===== config.mk =====
export PLATFORM = sky130hd
export DESIGN_NAME = pcf_div
export DESIGN_NICKNAME = d
export VERILOG_FILES = /design/src/rtl/core/pcf_pkg.sv /design/src/rtl/core/pcf_div.sv
export SDC_FILE = /design/constraint.sdc
export NUM_CORES = 1
export LEC_CHECK = 0
export ABC_AREA = 1
export BUFFER_PORTS_ARGS = -buffer_cell sky130_fd_sc_hd__buf_4
export CAP_MARGIN = 15
export CORE_MARGIN = 5
export CORE_UTILIZATION = 25
export DETAILED_ROUTE_END_ITERATION = 10
export GPL_TIMING_DRIVEN = 0
export PLACE_DENSITY = 0.42
export SYNTH_ARGS = -nofsm -noshare
export SYNTH_HDL_FRONTEND = slang
export SYNTH_SLANG_ARGS = --single-unit

===== constraint.sdc =====
create_clock -name clk -period 1.85 [get_ports clk]
set_input_delay 0.0925 -clock clk [delete_from_list [all_inputs] [get_ports clk]]
set_output_delay 0.0925 -clock clk [all_outputs]
set_load 0.01 [all_outputs]

===== src/rtl/core/pcf_pkg.sv =====
// Shared constants, register codes and helpers for the perspective checker floor.
`default_nettype none
package pcf_pkg;

  localparam int COORD_BITS_DEF    = 12;
  localparam int FRACTION_BITS_DEF = 8;

  // register widths
  localparam int ROT_W    = 16;
  localparam int SCROLL_W = 24;
  localparam int CAM_W    = 16;
  localparam int SW_W     = 13;
  localparam int FH_W     = 13;
  localparam int CFG_W    = 24;
  localparam int CFG_IDX_W = 3;

  localparam int ROT_BITS  = 14;
  localparam int TILE_BIT  = 5;
  localparam int LAT_DIV_W = 8;
  localparam logic [LAT_DIV_W-1:0] LATERAL_DIV = 8'd250;

  typedef enum logic [CFG_IDX_W-1:0] {
    CFG_COS    = 3'd0,
    CFG_SIN    = 3'd1,
    CFG_SCROLL = 3'd2,
    CFG_CAM    = 3'd3,
    CFG_WIDTH  = 3'd4,
    CFG_FLOOR  = 3'd5
  } cfg_idx_t;

  localparam logic [ROT_W-1:0]    COS_RST    = 16'd16384;
  localparam logic [ROT_W-1:0]    SIN_RST    = 16'd0;
  localparam logic [SCROLL_W-1:0] SCROLL_RST = 24'd0;
  localparam logic [CAM_W-1:0]    CAM_RST    = 16'd8000;
  localparam logic [SW_W-1:0]     SW_RST     = 13'd1280;
  localparam logic [FH_W-1:0]     FH_RST     = 13'd360;

  // shading lanes: nonzero channel bases of both tiles
  localparam int SHADE_LANES = 4;
  localparam int LANE_G1 = 0;
  localparam int LANE_B1 = 1;
  localparam int LANE_R0 = 2;
  localparam int LANE_B0 = 3;
  localparam logic [7:0] SHADE_BASE [SHADE_LANES] = '{8'd150, 8'd255, 8'd180, 8'd100};

  function automatic int max_int(input int a, input int b);
    return (a > b) ? a : b;
  endfunction

endpackage
`default_nettype wire


===== src/rtl/core/pcf_div.sv =====
// Pipelined restoring divider, one quotient bit per stage, with shared divisor and payload.
`default_nettype none
module pcf_div #(
  parameter int LANES = 1,
  parameter int NUM_W = 8,
  parameter int DEN_W = 8,
  parameter int QUO_W = 8,
  parameter int PAY_W = 1
) (
  input  wire logic                   clk,
  input  wire logic                   rst_n,
  input  wire logic                   en,
  input  wire logic                   in_vld,
  input  wire logic [LANES*NUM_W-1:0] in_num,
  input  wire logic [DEN_W-1:0]       in_den,
  input  wire logic [PAY_W-1:0]       in_pay,
  output logic                        out_vld,
  output logic [LANES*QUO_W-1:0]      out_quo,
  output logic [PAY_W-1:0]            out_pay
);
  import pcf_pkg::*;

  localparam int RW = max_int(NUM_W, DEN_W + QUO_W);

  logic             vld_r [QUO_W];
  logic [RW-1:0]    rem_r [QUO_W][LANES];
  logic [QUO_W-1:0] quo_r [QUO_W][LANES];
  logic [DEN_W-1:0] den_r [QUO_W];
  logic [PAY_W-1:0] pay_r [QUO_W];

  for (genvar s = 0; s < QUO_W; s++) begin : g_stage
    logic             vld_in;
    logic [DEN_W-1:0] den_in;
    logic [PAY_W-1:0] pay_in;
    logic [RW-1:0]    rem_in  [LANES];
    logic [QUO_W-1:0] quo_in  [LANES];
    logic [RW-1:0]    rem_nxt [LANES];
    logic [QUO_W-1:0] quo_nxt [LANES];

    if (s == 0) begin : g_first
      assign vld_in = in_vld;
      assign den_in = in_den;
      assign pay_in = in_pay;
      for (genvar l = 0; l < LANES; l++) begin : g_ld
        assign rem_in[l] = RW'(in_num[l*NUM_W +: NUM_W]);
        assign quo_in[l] = '0;
      end
    end else begin : g_next
      assign vld_in = vld_r[s-1];
      assign den_in = den_r[s-1];
      assign pay_in = pay_r[s-1];
      for (genvar l = 0; l < LANES; l++) begin : g_ld
        assign rem_in[l] = rem_r[s-1][l];
        assign quo_in[l] = quo_r[s-1][l];
      end
    end

    // trial subtract of the divisor at this quotient weight
    for (genvar l = 0; l < LANES; l++) begin : g_lane
      logic [RW-1:0] trial;
      logic          ge;
      assign trial      = RW'(den_in) << (QUO_W - 1 - s);
      assign ge         = rem_in[l] >= trial;
      assign rem_nxt[l] = ge ? rem_in[l] - trial : rem_in[l];
      assign quo_nxt[l] = quo_in[l] | (QUO_W'(ge) << (QUO_W - 1 - s));
    end

    always_ff @(posedge clk) begin
      if (!rst_n) begin
        vld_r[s] <= 1'b0;
      end else if (en) begin
        vld_r[s] <= vld_in;
      end
    end

    always_ff @(posedge clk) begin
      if (en) begin
        den_r[s] <= den_in;
        pay_r[s] <= pay_in;
        for (int l = 0; l < LANES; l++) begin
          rem_r[s][l] <= rem_nxt[l];
          quo_r[s][l] <= quo_nxt[l];
        end
      end
    end
  end

  assign out_vld = vld_r[QUO_W-1];
  assign out_pay = pay_r[QUO_W-1];
  for (genvar l = 0; l < LANES; l++) begin : g_out
    assign out_quo[l*QUO_W +: QUO_W] = quo_r[QUO_W-1][l];
  end

endmodule
`default_nettype wire


# [Word-level counts from Yosys, hierarchy flattened]
# Memory sizes are Yosys's and may differ from the RTL's.
# Index checks and enable logic that the tools add are counted.
[totals] ff_bits=0 mem_bits_rw=272 output_inout_bits=10 word_cells=57 n_memories=5
[mem_list] name="rem_r" depth=8 width=16 read_ports=7 rd_ports_with_merged_regs=0 write_ports=8 line="pcf_div.sv:26" rtl="logic [RW-1:0] rem_r [QUO_W][LANES];"
[mem_list] name="den_r" depth=8 width=8 read_ports=7 rd_ports_with_merged_regs=0 write_ports=8 line="pcf_div.sv:28" rtl="logic [DEN_W-1:0] den_r [QUO_W];"
[mem_list] name="quo_r" depth=8 width=8 read_ports=8 rd_ports_with_merged_regs=0 write_ports=8 line="pcf_div.sv:27" rtl="logic [QUO_W-1:0] quo_r [QUO_W][LANES];"
[mem_list] name="pay_r" depth=8 width=1 read_ports=8 rd_ports_with_merged_regs=0 write_ports=8 line="pcf_div.sv:29" rtl="logic [PAY_W-1:0] pay_r [QUO_W];"
[mem_list] name="vld_r" depth=8 width=1 read_ports=8 rd_ports_with_merged_regs=0 write_ports=8 line="pcf_div.sv:25" rtl="logic vld_r [QUO_W];"
[classes] n_addsub=8 n_lt_le_gt_ge=8 n_mux=21 n_bitwise=15
[op_table] op="$mux 16" count=8
[op_table] op="$ge 16x10->1" count=1
[op_table] op="$ge 16x11->1" count=1
[op_table] op="$ge 16x12->1" count=1
[op_table] op="$ge 16x13->1" count=1
[op_table] op="$ge 16x14->1" count=1
[op_table] op="$ge 16x8->1" count=1
[op_table] op="$ge 16x9->1" count=1
[op_table] op="$sub 16x10->16" count=1
[op_table] op="$sub 16x11->16" count=1
[op_table] op="$sub 16x12->16" count=1
[op_table] op="$sub 16x13->16" count=1
[op_table] op="$sub 16x14->16" count=1
[op_table] op="$sub 16x8->16" count=1
[op_table] op="$sub 16x9->16" count=1
[op_table] op="$sub 8x15->16" count=1
[op_table] op="$ge 8x15->1" count=1
[op_table] op="$mux 1" count=13
[op_table] op="$or 1x1->1" count=8
[op_table] op="$or 8x1->8" count=1
[op_table] op="$or 8x2->8" count=1
[op_table] op="$or 8x3->8" count=1
[op_table] op="$or 8x4->8" count=1
[op_table] op="$or 8x5->8" count=1
[op_table] op="2 further kinds" count=2

# [Logic depth before layout (Yosys ltp)]
# Gate-level depths: netlist of the first run.
[depth] depth_word=4 mapped_depth=13 ltp_nobuf=13

# [Worst setup path before layout of the first run]
# Ideal clock, no wire load.
[synth_timing] kind="register to register" start="memory den_r[2][0], in the netlist den_r[1][0]" end="memory rem_r[3][11] (netlist name), data pin" setup_ns=0.253 arrival_ns=1.667 t_required_ns=1.597 slack_ns=-0.070 path_stages_with_launch=10 path_cell_list="edfxtp_1 ha_1 fa_1 o21ai_4 nand2_4 nand2_4 nor2_8 buf_8 nand2_2 nand2_1"
[synth_rtl] element="from (decl)" line="pcf_div.sv:28"
[synth_rtl] element="to (decl)" line="pcf_div.sv:26"

==> results.md, run 1 <==
- 1st-iter DRT viols: 336
- Routed metal-1 wirelength: 9850 µm
- Metal2 WL: 14800 µm
- Final Cycle Share: 105%
- Synth area leaders: edfxtp_1 (56%), nand2_1 (12%), inv_1 (7.0%)
- Placed Instances: 1891
- Nets: 1545
- LEAKAGE: 7.08 nW
- Critical path class: reg -> reg
- Synth warn: 0
- Worst r2r path cells: 9
- Post-synth top area cell: edfxtp_1
- Die width: 227 µm
- IO Count: 31
- Overflow after GRT: 0
- Yosys reg bits: 220
- Routability cong.: 0.845
- WHS Path Cells: 2
- Failing checks: setup timing
- Hold WC Path Type: in -> reg
- Maximum VDD drop: 673 µV
- FILL cells: 4624
- Slew Limit Fails: 0
- Clk sinks: 220
- Yosys top cell area share: 55.8%
- CTS H-tree lvls: 1
- Achievable frequency: 515 MHz
- Drt pass-1 iters: 5
- Initial Utilization: 25.3%
- DIE HEIGHT: 227 µm
- Total number of vias: 8647
- Worst Slack Setup Final: -0.0912 ns
- First-pass GRT wire length: 42100 µm
- Final Hold Vio Count: 0
- Cell area after synthesis: 0.0118 mm²
- R2r startpoint: den_r[1][0]
- Synthesized area per cell: 9.41 µm²
- Area Growth Syn to Fin: 40.1%
- Number of global-route vias before repair: 8770
- Normalized max-slew margin: 60.1%
- Worst path arrival time: 2.24 ns
- PnR Total Power: 18.6 mW
- Drt via density: 4.14
- DR WL/cell: 12.6 µm
- Crit Path Max Fanout: 10
- Antenna violations before repair: 0
- Maximum buffer depth of the clock tree: 3
- Pwr dens: 1130 mW/mm²
- Gate Count Post-Synth: 1252
- Root Buffer Master: clkbuf_16
- Yosys cell types: 39
- Min-delay src: in_den[7]
- Layout Utilization: 35.5%
- Worst path required time: 2.15 ns
- Unrepaired setup endpoints after global routing: yes
- Row count: 79
- Async set or reset register ratio after synthesis: 0%
- Total negative slack: -1.01 ns
- Min Tclk post-route: 1.94 ns
- I/O Buffers: 30
- Met3 Routed Length: 728 µm
- Post-route insts no fill: 2090
- Max cap viols: 0
- Most frequent cells after synthesis: nand2_1 (384), inv_1 (220), edfxtp_1 (219)
- Outcome: complete, but fails checks
- Clk Latency, worst-skew pair: 0.54 ns
- Share of layout cells above drive strength 1: 35.9%
- ANT cells: 0
- Critical path capture point type: register
- Synth Net Count: 1337
- Core area: 0.0466 mm²
- Final ANT Viol Nets: 0
- TritonCTS Buffers: 29
- Post-route DRC: 0
- Most common flop cell mapped by yosys: edfxtp_1
- Crit path from: den_r[1][0]
- Count leader, synth: nand2_1
- Final setup violation count: 30
- Largest net degree at the start of global routing: 92
- GRT Util Overall: 9.97%
- Post-synth EDFFs: 219
- DP HPWL: 18100 µm
- Setup Skew: 0.00873 ns
- Sequential element share of the synthesized area: 56.0%
- Worst Hold Margin: 0.268 ns
- Detailed Route WL: 26300 µm
- Critical Path Source Type: register
- Die ar.: 0.0516 mm²
- Highest Signal Layer: met4
- CTS tree: yes
- Slew @ Worst Pin: 0.595 ns
- Reg clk slew, reported paths: 0.06 ns
## cells in the final DEF (no fill, tap or decap), types with 11 or more instances in the layout
cell	netlist	final
o21ai_2	4	13
xor2_1	16	14
buf_4	2	136
a21oi_2	6	15
nand3_1	67	43
o21ai_0	24	13
inv_1	220	175
inv_2	12	51
nand2_4	3	28
nand3_2	14	31
nor2_1	103	93
a21oi_1	30	16
ha_1	58	15
ha_4	0	40
edfxtp_1	219	219
dlygate4sd3_1	0	21
nand2_1	384	277
nand4_1	12	12
nor2_4	4	11
nand2_2	16	97
clkbuf_16	0	30
## area by class of cell
cell class,instances,area (µm²),area share [%]
flip-flops and latches,220,6600,39.9
multi-input cells,794,5570,33.7
inverters,232,898,5.44
clock inverters,21,278,1.68
well taps,607,759,4.60
clock buffers,33,741,4.48
repair buffers,176,1560,9.46
plain buffers,6,100,0.606
repair inverters,1,16.3,0.0985
## per-layer routing
layer | vias up | track usage (%)
li1 | 4476 | -
met1 | 3990 | 10.4
met2 | 122 | 19.9
met3 | 59 | 1.77
met4 | 0 | 3.40
met5 | - | 0
## worst paths after layout
path                  endpoint  slack, ns
setup / recovery  rem_r[3][11]      -0.09
hold / removal     den_r[0][7]       0.27
setup reg to reg  rem_r[3][11]      -0.09
hold reg to reg    quo_r[7][3]       0.41
## cell families (layout without fill, tap and decap cells)
family / count (synthesis) / in the layout / synth area share [%]
fa+ha+maj: 64 / 64 / 7.18
flops: 220 / 220 / 56.0
buf+inv: 238 / 469 / 7.96
compound gates: 73 / 73 / 3.70
xor+xnor: 22 / 22 / 1.63
simple gates: 635 / 635 / 23.6
## through the flow
stage | cell area, µm² | worst slack, ns
3_3_place_gp | 12800 | -1.25
2_1_floorplan | 11800 | 0.00510
6_report | 16500 | -0.0912
5_1_grt | 16500 | -0.149
4_1_cts | 15600 | -0.129
3_5_place_dp | 12800 | -0.289
## flip-flops by register name (all words and copies together) (netlist names)
register  cells
rem_r       112
den_r        56
quo_r        36
pay_r         8
vld_r         8
## report_power, final
group / switching (mW) / internal, mW / total [mW] / leakage, nW
Sequential: 0.447 / 6.37 / 6.82 / 2.13
Clock: 2.09 / 3.82 / 5.91 / 0.489
Combinational: 3.24 / 2.68 / 5.92 / 4.46
Total: 5.78 / 12.9 / 18.6 / 7.08
## worst max-delay path, stage by stage, from the launching register on
cell	delay (ns)
edfxtp_1	0.41
ha_2	0.21
fa_2	0.37
o21ai_4	0.20
nand2_4	0.08
nand2_4	0.09
nor2_8	0.07
buf_12	0.15
nand2_2	0.06
nand2_2	0.05
## what timing repair did
| item | 4_1_cts | 5_1_grt |
|---|---|---|
| gates resized for setup | 193 | 172 |
| pin swaps | 68 | 93 |
| gates cloned | 5 | 1 |
| endpoints found under the hold margin | 68 | 0 |
| buffers inserted | 64 | 55 |
| hold buffers | 21 | 0 |
| setup endpoints to repair | 79 | 78 |
Note: power is estimated with default switching activity, not from simulation.
==> run 2, diff against run 1 <==
- PLACE_DENSITY: 0.42 -> 0.45
- RECOVER_POWER: unset -> 25
==> run 2 against run 1 <==
The flow still finishes with violations (setup timing). Critical endpoint is now rem_r[3][9]. Non-clock buffer count shrank 4. First-iteration DRC count down 8.3%. Critical path depth did not move. Routed wire length grew 0.35%.
==> results.md, run 2 (same netlist as run 1, synthesis figures left out) <==
- ANT cells: 0 (unchanged)
- 1st-iter DRT viols: 308 (was 336)
- DR WL/cell: 12.7 µm (was 12.6 µm)
- Row count: 79 (unchanged)
- Most common cell after layout, fill and taps aside: nand2_1 (unchanged)
- TritonCTS Buffers: 28 (was 29)
- Final setup violation count: 36 (was 30)
- CTS H-tree lvls: 1 (unchanged)
- CP top delay family: adder cells (unchanged)
- Most numerous cell on the critical path: nand2_4
- Layout Utilization: 35.1% (was 35.5%)
- Slew Limit Fails: 0 (unchanged)
- Share of layout cells above drive strength 1: 36.4% (was 35.9%)
- Failing checks: setup timing (unchanged)
- Drt pass-1 iters: 4 (was 5)
- Worst Slack Setup Final: -0.0763 ns (was -0.0912 ns)
- Maximum VDD drop: 746 µV (was 673 µV)
- Max FFs per register: 112 (unchanged)
- Worst path arrival time: 2.22 ns (was 2.24 ns)
- Critical path class: reg -> reg (unchanged)
- Clk Latency, worst-skew pair: 0.54 ns (about the same)
- Hold WC Path Type: in -> reg (unchanged)
- Achievable frequency: 519 MHz (was 515 MHz)
- IO Count: 31 (unchanged)
- Max cap viols: 0 (unchanged)
- CP bufs+invs: 1 (unchanged)
- Clk sinks: 220 (unchanged)
- Total number of vias: 8700 (was 8647)
- Final Cycle Share: 104% (was 105%)
- Nets: 1541 (was 1545)
- Routability cong.: 0.856 (was 0.845)
- Initial Utilization: 25.3% (unchanged)
- Regs by FF count: rem_r: 112 flops, den_r: 56 flops, quo_r: 36 flops (unchanged)
- GRT Util Overall: 10.1% (was 9.97%)
- Pwr dens: 1080 mW/mm² (was 1130 mW/mm²)
- Slew @ Worst Pin: 0.574 ns (was 0.595 ns)
- Detailed Route WL: 26400 µm (was 26300 µm)
- Core area: 0.0466 mm² (unchanged)
- Drt via density: 4.19 (was 4.14)
- Critical path's slowest cell: edfxtp_1 (unchanged)
- Number of global-route vias before repair: 9040 (was 8770)
- DIE HEIGHT: 227 µm (unchanged)
- Critical path's largest stage delay: 0.41 ns (about the same)
- First-pass GRT wire length: 43000 µm (was 42100 µm)
- FILL cells: 4583 (was 4624)
- Maximum buffer depth of the clock tree: 3 (unchanged)
- Reg area: 0.00660 mm² (unchanged)
- Reg clk slew, reported paths: 0.06 ns (about the same)
- Normalized max-slew margin: 61.5% (was 60.1%)
- Outcome: complete, but fails checks (unchanged)
- Die width: 227 µm (unchanged)
- CTS tree: yes (unchanged)
- Die ar.: 0.0516 mm² (unchanged)
- I/O Buffers: 30 (unchanged)
- Post-route DRC: 0 (unchanged)
- DP Worst Slack: -0.269 ns (was -0.289 ns)
- Final ANT Viol Nets: 0 (unchanged)
- Multi-input logic area: 0.00565 mm² (was 0.00557 mm²)
- Largest net degree at the start of global routing: 91 (was 92)
- Min Tclk post-route: 1.93 ns (was 1.94 ns)
- Setup Skew: 0.0125 ns (was 0.00873 ns)
- Antenna violations before repair: 0 (unchanged)
- Final Hold Vio Count: 0 (unchanged)
- Root Buffer Master: clkbuf_16 (unchanged)
- Critical Path Source Type: register (unchanged)
- DP HPWL: 17900 µm (was 18100 µm)
- Register with the most flip-flops: rem_r (unchanged)
- LEAKAGE: 6.96 nW (was 7.08 nW)
- Unrepaired setup endpoints after global routing: yes (unchanged)
- Most frequent cells in the layout: nand2_1 (262), edfxtp_1 (219), inv_1 (179) (was nand2_1 (277), edfxtp_1 (219), inv_1 (175))
- Critical path capture point type: register (unchanged)
- Area Growth Syn to Fin: 38.7% (was 40.1%)
- Worst path required time: 2.14 ns (was 2.15 ns)
- Crit path cell chain: ha_2 > fa_2 > o21ai_4 > nand2_4 > nand2_4 > nor2_8 > buf_12 > nand2_2 > nand2_1 (was ha_2 > fa_2 > o21ai_4 > nand2_4 > nand2_4 > nor2_8 > buf_12 > nand2_2 > nand2_2)
- Overflow after GRT: 0 (unchanged)
- Crit Path Max Fanout: 10 (unchanged)
## run 2: area by class of cell
cell class / count / share of cell area, %
Buffer: 6 / 0.536
Clock buffer: 37 / 4.49
Clock inverter: 8 / 0.459
Inverter: 232 / 5.56
Multi-Input combinational cell: 794 / 34.5
Sequential cell: 220 / 40.4
Tap cell: 607 / 4.65
Timing Repair Buffer: 172 / 9.25
Timing Repair inverter: 2 / 0.168
## run 2: through the flow
| step | setup TNS, ns | instances | power (mW) | area (µm²) | hold WS, ns |
|---|---|---|---|---|---|
| final | -1.36 | 2078 | 17.6 | 16300 | 0.297 |
| after global routing | -5.87 | 2078 | 18.8 | 16300 | 0.271 |
| after CTS | -1.84 | 2027 | 16.9 | 15400 | 0.228 |
| after detailed placement | -14.17 | 1891 | 10.8 | 12800 | 0.275 |
| after global placement | -184.70 | 1889 | 10.7 | 12800 | 0.273 |
| after floorplan | 0 | 1252 | 9.77 | 11800 | 0.191 |
## run 2: final timing paths
| check | endpoint | cells after the start | slack [ns] | from |
|---|---|---|---|---|
| setup / recovery | rem_r[3][9] | 9 | -0.08 | den_r[1][0] |
| hold reg to reg | quo_r[2][6] | 0 | 0.41 | quo_r[1][6] |
| hold / removal | pay_r[0][0] | 2 | 0.30 | in_pay |
| setup reg to reg | rem_r[3][9] | 9 | -0.08 | den_r[1][0] |
## run 2: repair_timing
action / CTS / global route
pin swaps: 76 / 114
endpoints found under the hold margin: 69 / 0
cloned: 7 / 0
setup endpoints to repair: 79 / 77
hold buffers: 21 / 0
resized for setup: 215 / 173
buffers inserted: 64 / 54
## run 2: metal layers
layer / part of all wire, % / track usage [%]
met2: 54 / 20.1
met4: 4.9 / 3.72
met5: 0 / 0
met1: 38 / 10.5
met3: 2.8 / 1.72
## run 2: power by group
group / internal (mW) / switching [mW]
Clock: 2.89 / 1.98
Sequential: 6.37 / 0.471
Combinational: 2.65 / 3.22
